## config.mk

```make
export PLATFORM = sky130hd
export DESIGN_NAME = i2c_master_bit_engine
export DESIGN_NICKNAME = d
export VERILOG_FILES = /design/src/rtl/i2cme_pkg.sv /design/src/rtl/i2cme_front.sv /design/src/rtl/i2cme_queue.sv /design/src/rtl/i2cme_back.sv /design/src/rtl/i2c_master_bit_engine.sv
export SDC_FILE = /design/constraint.sdc
export NUM_CORES = 1
export LEC_CHECK = 0
export BUFFER_PORTS_ARGS = -buffer_cell sky130_fd_sc_hd__buf_2
export CORE_AREA = 2 2 134 136
export CTS_BUF_LIST = sky130_fd_sc_hd__clkbuf_16
export DETAILED_ROUTE_END_ITERATION = 8
export DIE_AREA = 0 0 136 138
export REMOVE_ABC_BUFFERS = 1
export SLEW_MARGIN = 20
export SYNTH_ARGS = -nofsm -noshare
export SYNTH_HDL_FRONTEND = slang
export SYNTH_SLANG_ARGS = --single-unit
```

## constraint.sdc

```tcl
create_clock -name aclk -period 3.9 [get_ports aclk]
set_input_delay 0.195 -clock aclk [delete_from_list [all_inputs] [get_ports aclk]]
set_output_delay 0.195 -clock aclk [all_outputs]
set_load 0.005 [all_outputs]
```

## src/rtl/i2cme_pkg.sv

```systemverilog
// ----------------------------------------------------------------------------
// i2cme_pkg
// Shared types and constants for the I2C master bit engine.
// ----------------------------------------------------------------------------
package i2cme_pkg;

    // Command codes as they arrive in the mode field
    typedef enum logic [2:0] {
        OP_START   = 3'd0,
        OP_STOP    = 3'd1,
        OP_WRITE   = 3'd2,
        OP_WAITACK = 3'd3,
        OP_READ    = 3'd4,
        OP_ACK     = 3'd5,
        OP_NACK    = 3'd6,
        OP_NOP     = 3'd7
    } op_t;

    // One decoded tick, as queued between front and back
    typedef struct packed {
        logic       go;          // a real command is offered this tick
        op_t        op;
        logic [7:0] tx_byte;
        logic       sda_sample;
    } cmd_t;

    // One result; last field in the lowest bits
    typedef struct packed {
        logic       ack_failed;
        logic [7:0] rx_byte;
        logic       done_res;
        logic       busy_res;
        logic       sda_drive;
        logic       scl_drive;
    } res_t;

    localparam int IN_TDATA_W  = 16;
    localparam int IN_TUSER_W  = 4;
    localparam int OUT_TDATA_W = 16;
    localparam int RES_W       = $bits(res_t);

    localparam int CFG_IDX_W  = 2;
    localparam int CFG_DATA_W = 16;

    localparam logic [CFG_IDX_W-1:0] CFG_PHASE_TICKS    = 2'd0;
    localparam logic [CFG_IDX_W-1:0] CFG_ACK_POLL_LIMIT = 2'd1;

    localparam logic [15:0] PHASE_TICKS_RESET    = 16'd30;
    localparam logic [7:0]  ACK_POLL_LIMIT_RESET = 8'd200;

endpackage

```

## src/rtl/i2cme_front.sv

```systemverilog
// ----------------------------------------------------------------------------
// i2cme_front
// Unpacks an input transfer and classifies it into a queued command tick.
// ----------------------------------------------------------------------------
module i2cme_front (
    input  logic [i2cme_pkg::IN_TDATA_W-1:0] s_axis_tdata,
    input  logic [i2cme_pkg::IN_TUSER_W-1:0] s_axis_tuser,
    output i2cme_pkg::cmd_t                  cmd
);
    import i2cme_pkg::*;

    op_t mode;

    always_comb begin
        mode           = op_t'(s_axis_tuser[3:1]);
        cmd.op         = mode;
        cmd.go         = s_axis_tuser[0] && (mode != OP_NOP);
        cmd.tx_byte    = s_axis_tdata[7:0];
        cmd.sda_sample = s_axis_tdata[8];
    end

endmodule

```

## src/rtl/i2cme_queue.sv

```systemverilog
// ----------------------------------------------------------------------------
// i2cme_queue
// Small FIFO of decoded command ticks between the front and the sequencer.
// ----------------------------------------------------------------------------
module i2cme_queue #(
    parameter int DEPTH = 2
) (
    input  logic            aclk,
    input  logic            aresetn,
    input  logic            push,
    input  i2cme_pkg::cmd_t push_data,
    output logic            full,
    input  logic            pop,
    output logic            not_empty,
    output i2cme_pkg::cmd_t pop_data
);
    import i2cme_pkg::*;

    localparam int PTR_W = (DEPTH > 1) ? $clog2(DEPTH) : 1;
    localparam int CNT_W = $clog2(DEPTH + 1);
    localparam logic [PTR_W-1:0] LAST_PTR = PTR_W'(DEPTH - 1);
    localparam logic [CNT_W-1:0] FULL_CNT = CNT_W'(DEPTH);

    cmd_t             mem [DEPTH];
    logic [PTR_W-1:0] wr_ptr_reg, wr_ptr_next;
    logic [PTR_W-1:0] rd_ptr_reg, rd_ptr_next;
    logic [CNT_W-1:0] count_reg, count_next;

    assign full      = (count_reg == FULL_CNT);
    assign not_empty = (count_reg != '0);
    assign pop_data  = mem[rd_ptr_reg];

    always_comb begin
        wr_ptr_next = wr_ptr_reg;
        rd_ptr_next = rd_ptr_reg;
        count_next  = count_reg;
        if (push) begin
            wr_ptr_next = (wr_ptr_reg == LAST_PTR) ? '0 : wr_ptr_reg + 1'b1;
        end
        if (pop) begin
            rd_ptr_next = (rd_ptr_reg == LAST_PTR) ? '0 : rd_ptr_reg + 1'b1;
        end
        if (push && !pop) begin
            count_next = count_reg + 1'b1;
        end else if (pop && !push) begin
            count_next = count_reg - 1'b1;
        end
    end

    always_ff @(posedge aclk) begin
        if (!aresetn) begin
            wr_ptr_reg <= '0;
            rd_ptr_reg <= '0;
            count_reg  <= '0;
        end else begin
            wr_ptr_reg <= wr_ptr_next;
            rd_ptr_reg <= rd_ptr_next;
            count_reg  <= count_next;
        end
    end

    always_ff @(posedge aclk) begin
        if (push) begin
            mem[wr_ptr_reg] <= push_data;
        end
    end

endmodule

```

## src/rtl/i2cme_back.sv

```systemverilog
// ----------------------------------------------------------------------------
// i2cme_back
// Bus phase sequencer: steps once per queued tick, holds the config
// registers and the output register of the result channel.
// ----------------------------------------------------------------------------
module i2cme_back (
    input  logic                                aclk,
    input  logic                                aresetn,
    input  logic                                q_valid,
    input  i2cme_pkg::cmd_t                     q_data,
    output logic                                q_pop,
    input  logic                                cfg_valid,
    input  logic [i2cme_pkg::CFG_IDX_W-1:0]     cfg_index,
    input  logic [i2cme_pkg::CFG_DATA_W-1:0]    cfg_data,
    output logic                                m_axis_tvalid,
    input  logic                                m_axis_tready,
    output logic [i2cme_pkg::OUT_TDATA_W-1:0]   m_axis_tdata
);
    import i2cme_pkg::*;

    typedef enum logic [2:0] {
        SQ_IDLE,
        SQ_START,
        SQ_STOP,
        SQ_WRITE,
        SQ_WAITACK,
        SQ_READ,
        SQ_ACKNACK
    } seq_t;

    seq_t        state_reg, state_next;
    logic [1:0]  step_reg, step_next;
    logic [15:0] phase_reg, phase_next;
    logic [3:0]  bit_reg, bit_next;
    logic [7:0]  shift_reg, shift_next;
    logic [7:0]  poll_reg, poll_next;
    logic        scl_reg, scl_next;
    logic        sda_reg, sda_next;
    logic        fail_reg, fail_next;
    logic [7:0]  rx_reg, rx_next;
    logic        done;

    logic [15:0] phase_ticks_reg;
    logic [7:0]  poll_limit_reg;
    logic [15:0] hold_ticks;
    logic [15:0] phase_dec;
    logic [3:0]  bit_inc;
    logic [7:0]  shift_in;

    logic        m_valid_reg;
    res_t        m_res_reg;
    res_t        res;

    assign q_pop         = q_valid && (!m_valid_reg || m_axis_tready);
    assign m_axis_tvalid = m_valid_reg;
    assign m_axis_tdata  = {{(OUT_TDATA_W - RES_W){1'b0}}, m_res_reg};

    assign hold_ticks = (phase_ticks_reg == '0) ? 16'd1 : phase_ticks_reg;
    assign phase_dec  = (phase_reg != '0) ? phase_reg - 16'd1 : 16'd0;
    assign bit_inc    = bit_reg + 4'd1;
    assign shift_in   = shift_reg | {7'd0, q_data.sda_sample};

    always_comb begin
        state_next = state_reg;
        step_next  = step_reg;
        phase_next = phase_reg;
        bit_next   = bit_reg;
        shift_next = shift_reg;
        poll_next  = poll_reg;
        scl_next   = scl_reg;
        sda_next   = sda_reg;
        fail_next  = fail_reg;
        rx_next    = rx_reg;
        done       = 1'b0;

        if (state_reg == SQ_IDLE) begin
            if (q_data.go) begin
                step_next  = 2'd0;
                phase_next = hold_ticks;
                unique case (q_data.op)
                    OP_START: begin
                        state_next = SQ_START;
                        scl_next   = 1'b1;
                        sda_next   = 1'b1;
                    end
                    OP_STOP: begin
                        state_next = SQ_STOP;
                        scl_next   = 1'b0;
                        sda_next   = 1'b0;
                    end
                    OP_WRITE: begin
                        state_next = SQ_WRITE;
                        bit_next   = 4'd0;
                        scl_next   = 1'b0;
                        sda_next   = q_data.tx_byte[7];
                        shift_next = {q_data.tx_byte[6:0], 1'b0};
                    end
                    OP_WAITACK: begin
                        state_next = SQ_WAITACK;
                        fail_next  = 1'b0;
                        poll_next  = 8'd0;
                        sda_next   = 1'b1;
                    end
                    OP_READ: begin
                        state_next = SQ_READ;
                        sda_next   = 1'b1;
                        scl_next   = 1'b0;
                        shift_next = 8'd0;
                        bit_next   = 4'd0;
                    end
                    OP_ACK: begin
                        state_next = SQ_ACKNACK;
                        scl_next   = 1'b0;
                        sda_next   = 1'b0;
                    end
                    OP_NACK: begin
                        state_next = SQ_ACKNACK;
                        scl_next   = 1'b0;
                        sda_next   = 1'b1;
                    end
                    OP_NOP: begin
                        state_next = SQ_IDLE;
                    end
                endcase
            end
        end else if (state_reg == SQ_WAITACK && step_reg == 2'd2) begin
            // poll SDA once per tick until low or the limit is passed
            if (!q_data.sda_sample) begin
                scl_next   = 1'b0;
                state_next = SQ_IDLE;
                step_next  = 2'd0;
                phase_next = 16'd0;
                done       = 1'b1;
            end else if (poll_reg >= poll_limit_reg) begin
                fail_next  = 1'b1;
                state_next = SQ_STOP;
                step_next  = 2'd0;
                scl_next   = 1'b0;
                sda_next   = 1'b0;
                phase_next = hold_ticks;
            end else begin
                poll_next = poll_reg + 8'd1;
            end
        end else begin
            phase_next = phase_dec;
            if (phase_dec == '0) begin
                unique case (state_reg)
                    SQ_START: begin
                        if (step_reg == 2'd0) begin
                            step_next  = 2'd1;
                            sda_next   = 1'b0;
                            phase_next = hold_ticks;
                        end else begin
                            scl_next   = 1'b0;
                            state_next = SQ_IDLE;
                            step_next  = 2'd0;
                            done       = 1'b1;
                        end
                    end
                    SQ_STOP: begin
                        if (step_reg == 2'd0) begin
                            step_next  = 2'd1;
                            scl_next   = 1'b1;
                            phase_next = hold_ticks;
                        end else if (step_reg == 2'd1) begin
                            step_next  = 2'd2;
                            sda_next   = 1'b1;
                            phase_next = hold_ticks;
                        end else begin
                            state_next = SQ_IDLE;
                            step_next  = 2'd0;
                            done       = 1'b1;
                        end
                    end
                    SQ_WRITE: begin
                        if (step_reg == 2'd0) begin
                            step_next  = 2'd1;
                            scl_next   = 1'b1;
                            phase_next = hold_ticks;
                        end else if (step_reg == 2'd1) begin
                            step_next  = 2'd2;
                            scl_next   = 1'b0;
                            phase_next = hold_ticks;
                        end else begin
                            bit_next = bit_inc;
                            if (bit_inc >= 4'd8) begin
                                state_next = SQ_IDLE;
                                step_next  = 2'd0;
                                done       = 1'b1;
                            end else begin
                                scl_next   = 1'b0;
                                sda_next   = shift_reg[7];
                                shift_next = {shift_reg[6:0], 1'b0};
                                step_next  = 2'd0;
                                phase_next = hold_ticks;
                            end
                        end
                    end
                    SQ_READ: begin
                        if (step_reg == 2'd0) begin
                            step_next  = 2'd1;
                            scl_next   = 1'b1;
                            phase_next = hold_ticks;
                        end else begin
                            bit_next = bit_inc;
                            scl_next = 1'b0;
                            if (bit_inc >= 4'd8) begin
                                shift_next = shift_in;
                                rx_next    = shift_in;
                                state_next = SQ_IDLE;
                                step_next  = 2'd0;
                                done       = 1'b1;
                            end else begin
                                shift_next = {shift_in[6:0], 1'b0};
                                step_next  = 2'd0;
                                phase_next = hold_ticks;
                            end
                        end
                    end
                    SQ_WAITACK: begin
                        if (step_reg == 2'd0) begin
                            step_next  = 2'd1;
                            scl_next   = 1'b1;
                            phase_next = hold_ticks;
                        end else begin
                            step_next  = 2'd2;
                            phase_next = 16'd0;
                        end
                    end
                    SQ_ACKNACK: begin
                        if (step_reg == 2'd0) begin
                            step_next  = 2'd1;
                            scl_next   = 1'b1;
                            phase_next = hold_ticks;
                        end else begin
                            scl_next   = 1'b0;
                            state_next = SQ_IDLE;
                            step_next  = 2'd0;
                            done       = 1'b1;
                        end
                    end
                    default: begin
                        state_next = state_reg;
                    end
                endcase
            end
        end
    end

    always_comb begin
        res.scl_drive  = scl_next;
        res.sda_drive  = sda_next;
        res.busy_res   = (state_next != SQ_IDLE);
        res.done_res   = done;
        res.rx_byte    = rx_next;
        res.ack_failed = fail_next;
    end

    always_ff @(posedge aclk) begin
        if (!aresetn) begin
            state_reg       <= SQ_IDLE;
            step_reg        <= 2'd0;
            phase_reg       <= 16'd0;
            bit_reg         <= 4'd0;
            shift_reg       <= 8'd0;
            poll_reg        <= 8'd0;
            scl_reg         <= 1'b1;
            sda_reg         <= 1'b1;
            fail_reg        <= 1'b0;
            rx_reg          <= 8'd0;
            m_valid_reg     <= 1'b0;
            phase_ticks_reg <= PHASE_TICKS_RESET;
            poll_limit_reg  <= ACK_POLL_LIMIT_RESET;
        end else begin
            if (q_pop) begin
                state_reg   <= state_next;
                step_reg    <= step_next;
                phase_reg   <= phase_next;
                bit_reg     <= bit_next;
                shift_reg   <= shift_next;
                poll_reg    <= poll_next;
                scl_reg     <= scl_next;
                sda_reg     <= sda_next;
                fail_reg    <= fail_next;
                rx_reg      <= rx_next;
                m_valid_reg <= 1'b1;
                m_res_reg   <= res;
            end else if (m_axis_tready) begin
                m_valid_reg <= 1'b0;
            end
            // out-of-range indexes fall through untouched
            if (cfg_valid) begin
                if (cfg_index == CFG_PHASE_TICKS) begin
                    phase_ticks_reg <= cfg_data;
                end else if (cfg_index == CFG_ACK_POLL_LIMIT) begin
                    poll_limit_reg <= cfg_data[7:0];
                end
            end
        end
    end

endmodule

```

## src/rtl/i2c_master_bit_engine.sv

```systemverilog
// ----------------------------------------------------------------------------
// i2c_master_bit_engine
// Open-drain I2C master bit engine stepped once per input transfer.
//
// Each transfer on the s_axis channel is one bus tick: it carries the sampled
// SDA level and, optionally, a command (start, stop, write, wait-ack, read,
// send ACK, send NACK). Each tick gives exactly one m_axis transfer with the
// SCL/SDA drive levels, busy, done, the last read byte and the ack-fail flag.
// Commands offered while a sequence runs are dropped.
// The cfg channel writes phase_ticks (index 0) and ack_poll_limit (index 1);
// cfg_ready is always high; the user must make writes only while the engine
// idles, and the block itself does not enforce this. Throughput: one tick per
// cycle while no result waits on a stalled m_axis. Each input tick is written
// into the queue, then stepped by the sequencer into the output register.
// The sequencer advances one tick per cycle while no result is stalled; the queue between front and
// sequencer holds QUEUE_DEPTH ticks.
// Reset (aresetn low, synchronous) releases both lines, idles the sequencer,
// empties the queue and restores 30 ticks per phase and 200 polls.
// When a result waits with m_axis_tready low, the result holds, the sequencer
// stops, and s_axis_tready drops once the queue fills.
// ----------------------------------------------------------------------------
module i2c_master_bit_engine #(
    parameter int QUEUE_DEPTH = 2
) (
    input  logic                             aclk,
    input  logic                             aresetn,
    input  logic                             s_axis_tvalid,
    output logic                             s_axis_tready,
    // [7:0] tx_byte, [8] sda_sample, [15:9] zero
    input  logic [i2cme_pkg::IN_TDATA_W-1:0] s_axis_tdata,
    // [0] cmd_valid, [3:1] mode
    input  logic [i2cme_pkg::IN_TUSER_W-1:0] s_axis_tuser,
    output logic                             m_axis_tvalid,
    input  logic                             m_axis_tready,
    // [0] scl_drive, [1] sda_drive, [2] busy_res, [3] done_res,
    // [11:4] rx_byte, [12] ack_failed, [15:13] zero
    output logic [i2cme_pkg::OUT_TDATA_W-1:0] m_axis_tdata,
    input  logic                             cfg_valid,
    output logic                             cfg_ready,
    input  logic [i2cme_pkg::CFG_IDX_W-1:0]  cfg_index,
    input  logic [i2cme_pkg::CFG_DATA_W-1:0] cfg_data
);
    import i2cme_pkg::*;

    cmd_t front_cmd;
    cmd_t q_data;
    logic q_full;
    logic q_valid;
    logic q_pop;

    assign s_axis_tready = !q_full;
    assign cfg_ready     = 1'b1;

    i2cme_front u_front (
        .s_axis_tdata (s_axis_tdata),
        .s_axis_tuser (s_axis_tuser),
        .cmd          (front_cmd)
    );

    i2cme_queue #(
        .DEPTH (QUEUE_DEPTH)
    ) u_queue (
        .aclk      (aclk),
        .aresetn   (aresetn),
        .push      (s_axis_tvalid && s_axis_tready),
        .push_data (front_cmd),
        .full      (q_full),
        .pop       (q_pop),
        .not_empty (q_valid),
        .pop_data  (q_data)
    );

    i2cme_back u_back (
        .aclk          (aclk),
        .aresetn       (aresetn),
        .q_valid       (q_valid),
        .q_data        (q_data),
        .q_pop         (q_pop),
        .cfg_valid     (cfg_valid && cfg_ready),
        .cfg_index     (cfg_index),
        .cfg_data      (cfg_data),
        .m_axis_tvalid (m_axis_tvalid),
        .m_axis_tready (m_axis_tready),
        .m_axis_tdata  (m_axis_tdata)
    );

endmodule

```

# After elaboration in Yosys (flattened, before gate mapping)
# Memory sizes are Yosys's and may differ from the RTL's. A register that Yosys moved wholly into a read port is not among the register bits.
# Cells that the tools add are included.
[classes] addsub=7 mul=0 div=0 order_cmp=2 n_eq_ne=29 shifts=0 muxes=130 n_bitwise=2 n_reduce_logical=46
[ops] operator="$mux W16" n=16
[ops] operator="$mux W8" n=21
[ops] operator="$pmux W16 S5" n=1
[ops] operator="$mux W1" n=49
[ops] operator="$mux W3" n=13
[ops] operator="$logic_not A16 Y1" n=2
[ops] operator="$mux W4" n=8
[ops] operator="$pmux W8 S2" n=2
[ops] operator="$mux W2" n=11
[ops] operator="$eq A3 B3 Y1 const B" n=7
[ops] operator="$pmux W3 S7" n=1
[ops] operator="$reduce_bool A16 Y1" n=1
[ops] operator="$sub A16 B1 Y16 const B" n=1
[ops] operator="$reduce_or A2 Y1" n=7
[ops] operator="$eq A3 B2 Y1 const B" n=4
[ops] operator="$ne A3 B2 Y1 const B" n=4
[ops] operator="$pmux W3 S4" n=1
[ops] operator="$reduce_bool A2 Y1" n=6
[ops] operator="$reduce_and A10 Y1" n=1
[ops] operator="$reduce_and A9 Y1" n=1
[ops] operator="$reduce_bool A3 Y1" n=3
[ops] operator="$add A8 B1 Y8 const B" n=1
[ops] operator="$ge A8 B8 Y1" n=1
[ops] operator="$or A8 B1 Y8" n=1
[ops] operator="31 further kinds" n=53
[word_totals] regBits=94 latchBits=0 ramBits=26 romBits=0 input_bits=43 elab_cells=239 n_memories=1
[memory_table] name="u_queue.mem" words=2 width=13 read_ports=1 rd_ports_with_merged_regs=1 write_ports=1 line_no="i2cme_queue.sv:24" source="cmd_t mem [DEPTH];"

# Depth between registers and ports, before layout
[depth] depth_word=10 ltp_mapped=11

# By module
# From an unflattened synthesis, not the netlist that was laid out.
[hier_totals] hier_cells=704 hier_area_um2=6396.1
[modules_own_cells] mod="i2cme_back" n_inst=1 cells_each=624 area_per_inst_um2=5121.2 seq_area_each_um2=1931.9
[modules_own_cells] mod="i2cme_queue" n_inst=1 cells_each=62 area_per_inst_um2=1153.6 seq_area_each_um2=880.8
[modules_own_cells] mod="i2cme_front" n_inst=1 cells_each=14 area_per_inst_um2=100.1 seq_area_each_um2=0.0
[modules_own_cells] mod="i2c_master_bit_engine" n_inst=1 cells_each=4 area_per_inst_um2=21.3 seq_area_each_um2=0.0

# Worst setup path after synthesis
# OpenSTA, ideal clock, no wires.
[synth_timing] kind="flip-flop to flip-flop" from="reg u_back.phase_reg[3]" to="reg u_back.m_res_reg, in the netlist u_back.m_axis_tdata[2], data pin" setup_time_ns=0.265 t_arrival_ns=2.745 required_ns=3.635 path_slack_ns=0.890 stages_incl_launch_ff=10 synth_period_minus_slack_ns=3.010 cell_sequence="dfxtp_1 > or4_1 > buf_2 > o41a_1 > a31oi_4 > nand4_4 > or2_1 > buf_6 > o31a_2 > or3_1"
[synth_lines] element="start, declared" line_no="i2cme_back.sv:33" source="logic [15:0] phase_reg, phase_next;"
[synth_lines] element="start signal, assigned" line_no="i2cme_back.sv:278" source="phase_reg <= phase_next;"
[synth_lines] element="end signal, assigned" line_no="i2cme_back.sv:287" source="m_res_reg <= res;"
[synth_lines] element="end, declared" line_no="i2cme_back.sv:51" source="res_t m_res_reg;"

==> summary.md <==
| Metric | Value |
|---|---|
| Largest net degree at the start of global routing | 49 |
| P&R area growth vs syn | 19.0% |
| WHS | 13.7 ps |
| Run status | finished, final reports clean |
| Detailed Place HPWL | 11.4 mm |
| Tcrit/Tclk final | 84.4% |
| Commonest non-fill, non-tap cell in the layout | nand2_1 |
| Leakage dissipation | 0.00293 uW |
| Final Hold Viols | 0 |
| Max rail drop VDD | 409 uV |
| Worst-Margin Slew | 886 ps |
| FF+latch count, synth | 121 |
| Routed wire length | 16.1 mm |
| Residual DRC count | 0 |
| First drt pass iteration count | 6 |
| Starting Density | 36.8% |
| Placeable Area | 17,500 um2 |
| Yosys warning count | 0 |
| Reg clk slew, reported paths | 60 ps |
| Hold_buf cts | 13 |
| Seq/Total Area, Yosys | 43.6% |
| Clock skew | 17.7 ps |
| Max Freq | 0.304 GHz |
| Grt ovf | 0 |
| RePlAce Congestion | 0.880 |
| Fillers | 1,757 |
| Crit path DAT | 3460 ps |
| PortBufs | 50 |
| Clock latency on the worst-skew pair | 430 ps |
| WP data required | 4070 ps |
| Final setup TNS | 0 ps |
| 1st-iter DRT viols | 379 |
| Die X | 136 um |
| Slew HR | 40.3% |
| Nets | 846 |
| Resized Gates After CTS | 0 |
| Ys async rst share | 0% |
| CP max FO | 10 |
| Pwr dens | 842 nW/um2 |
| Cell taking the most area after synthesis | dfxtp_1 |
| Worst hold path type | in -> reg |
| Setup Viol. Count Final | 0 |
| Main synth FF type | dfxtp_1 |
| Max-slew violation count | 0 |
| Vias post-DR | 5,573 |
| Diodes inserted | 0 |
| GRT Total Usage | 17.6% |
| Clk sink count | 121 |
| Clock buffer depth | 2 |
| Netlist cell types | 73 |
| Die height | 138 um |
| Die Area | 18,800 um2 |
| Critical path launch point type | flop |
| Kind of critical path | reg -> reg |
| CTS tree | yes |
| CTS Buf Count | 17 |
| Initial antenna violation count | 0 |
| Number of synthesized flops with an enable pin | 39 |
| Post-synthesis area per instance | 8.83 um2 |
| Area of the multi-input gates | 3370 um2 |
| Average wire per standard cell | 15.6 um |
| Vias per cell | 5.40 |
| First-pass GRT wire length | 26.3 mm |
| RSZ-0062 raised after global routing | false |
| H-Tree Level Count | 4 |
| Row cnt | 49 |
| Setup crit end kind | flop |
| Antenna viol nets, final | 0 |
| Commonest non-fill, non-tap cells in the layout | nand2_1, dfxtp_1, nor2_1, o21ai_0, a21oi_1 |
| Share of cells above drive strength 1 | 16.2% |
| Post-Syn Area | 6450 um2 |
| Top-area cell type share of the netlist area | 25.4% |
| Max reg flops | 26 |
| Post-CTS Repair Setup Buffers | 0 |
| Synth top area cells | dfxtp_1, edfxtp_1, mux2i_1, nand2_1, o21ai_0 |
| Num ports | 62 |
| Gate Count Post-Synth | 731 |
| Sequential standard cell area | 2810 um2 |
| Clk Tree Root Cell | clkbuf_16 |
| Period minus WS final | 3290 ps |
| Max_cap viols | 0 |
| Vias in the first global route | 5,082 |
[power by group]
part	internal, uW	total, uW	leakage [uW]	switching, uW
logic	1130	3050	0.00162	1920
clock network	1000	1600	0.000279	599
registers	1560	1810	0.00103	246
total	3700	6460	0.00293	2770
[synthesized netlist by cell type, types with 3 or more instances]
| cell | number |
|---|---|
| a2111oi_0 | 5 |
| a211oi_1 | 4 |
| a21o_1 | 7 |
| a21oi_1 | 52 |
| a31oi_1 | 10 |
| buf_1 | 3 |
| buf_4 | 4 |
| clkbuf_1 | 34 |
| dfxtp_1 | 82 |
| edfxtp_1 | 39 |
| ha_1 | 13 |
| inv_1 | 20 |
| mux2_2 | 11 |
| mux2i_1 | 41 |
| nand2_1 | 99 |
| nand2b_1 | 11 |
| nand3_1 | 20 |
| nand3b_1 | 3 |
| nand4_1 | 9 |
| nand4b_1 | 3 |
| nor2_1 | 70 |
| nor2b_1 | 4 |
| nor3_1 | 12 |
| nor3_2 | 3 |
| nor4_1 | 10 |
| o211ai_1 | 3 |
| o21a_1 | 7 |
| o21ai_0 | 62 |
| o21ai_1 | 3 |
| o221ai_1 | 3 |
| o41a_1 | 3 |
| or3_1 | 6 |
| or4_1 | 4 |
| xnor2_1 | 12 |
| xor2_1 | 5 |
[per-stage QoR]
step,power (uW),instance area [um2],instances,setup WS [ps],utilization (%)
6_report,6460,7680,1032,608,43.8
3_5_place_dp,4820,6940,987,638,39.6
2_1_floorplan,3940,6260,689,925,-
3_3_place_gp,4810,6940,987,670,39.6
5_1_grt,6920,7680,1032,399,43.8
4_1_cts,6460,7670,1032,620,43.8
[path summary, 6_finish.rpt]
kind	startpoint	endpoint	slack (ps)	cells after the start
worst max-delay path	u_back.phase_reg[3]	u_back.m_axis_tdata[2]	610	7
worst min-delay path	cfg_data[3]	u_back.phase_ticks_reg[3]	10	3
worst max register to register	u_back.phase_reg[3]	u_back.m_axis_tdata[2]	610	7
worst min register to register	u_back.phase_ticks_reg[0]	u_back.phase_ticks_reg[0]	460	2
[metal layers]
metal / global-route usage [%] / share of wire (%) / up-vias
li1: - / - / 2776
met1: 24.4 / 48 / 2616
met2: 26.2 / 45 / 157
met3: 4.55 / 5.6 / 24
met4: 6.36 / 1.9 / 0
met5: 0 / 0 / -
[critical path, stage by stage, from the launching register on]
cell and delay, ps:
dfxtp_1 370, or4_1 640, o31a_1 330, a41oi_2 250, nand4b_2 240, or2_1 430, o31a_2 410, or3_1 370
[layout make-up]
class / instances / share of cell area [%]
clock inverter: 15 / 2.30
tap: 229 / 3.73
sequential: 121 / 36.6
clock buffer: 17 / 5.54
inverter: 22 / 1.08
timing repair buffer: 82 / 6.81
multi-input combinational: 546 / 43.9
[cell families (layout without fill, tap and decap cells)]
family | Yosys count | count (layout) | synth area share, %
buffers and inverters | 66 | 136 | 4.32
XOR/XNOR | 17 | 17 | 2.31
AND/OR/NAND/NOR | 272 | 272 | 20.5
AO/OA/AOI/OAI | 188 | 188 | 18.4
adder cells (fa/ha/maj) | 13 | 13 | 2.52
other | 2 | 4 | 0.116
flip-flops | 121 | 121 | 43.6
multiplexers | 52 | 52 | 8.28
(Power assumes the default switching activity.)
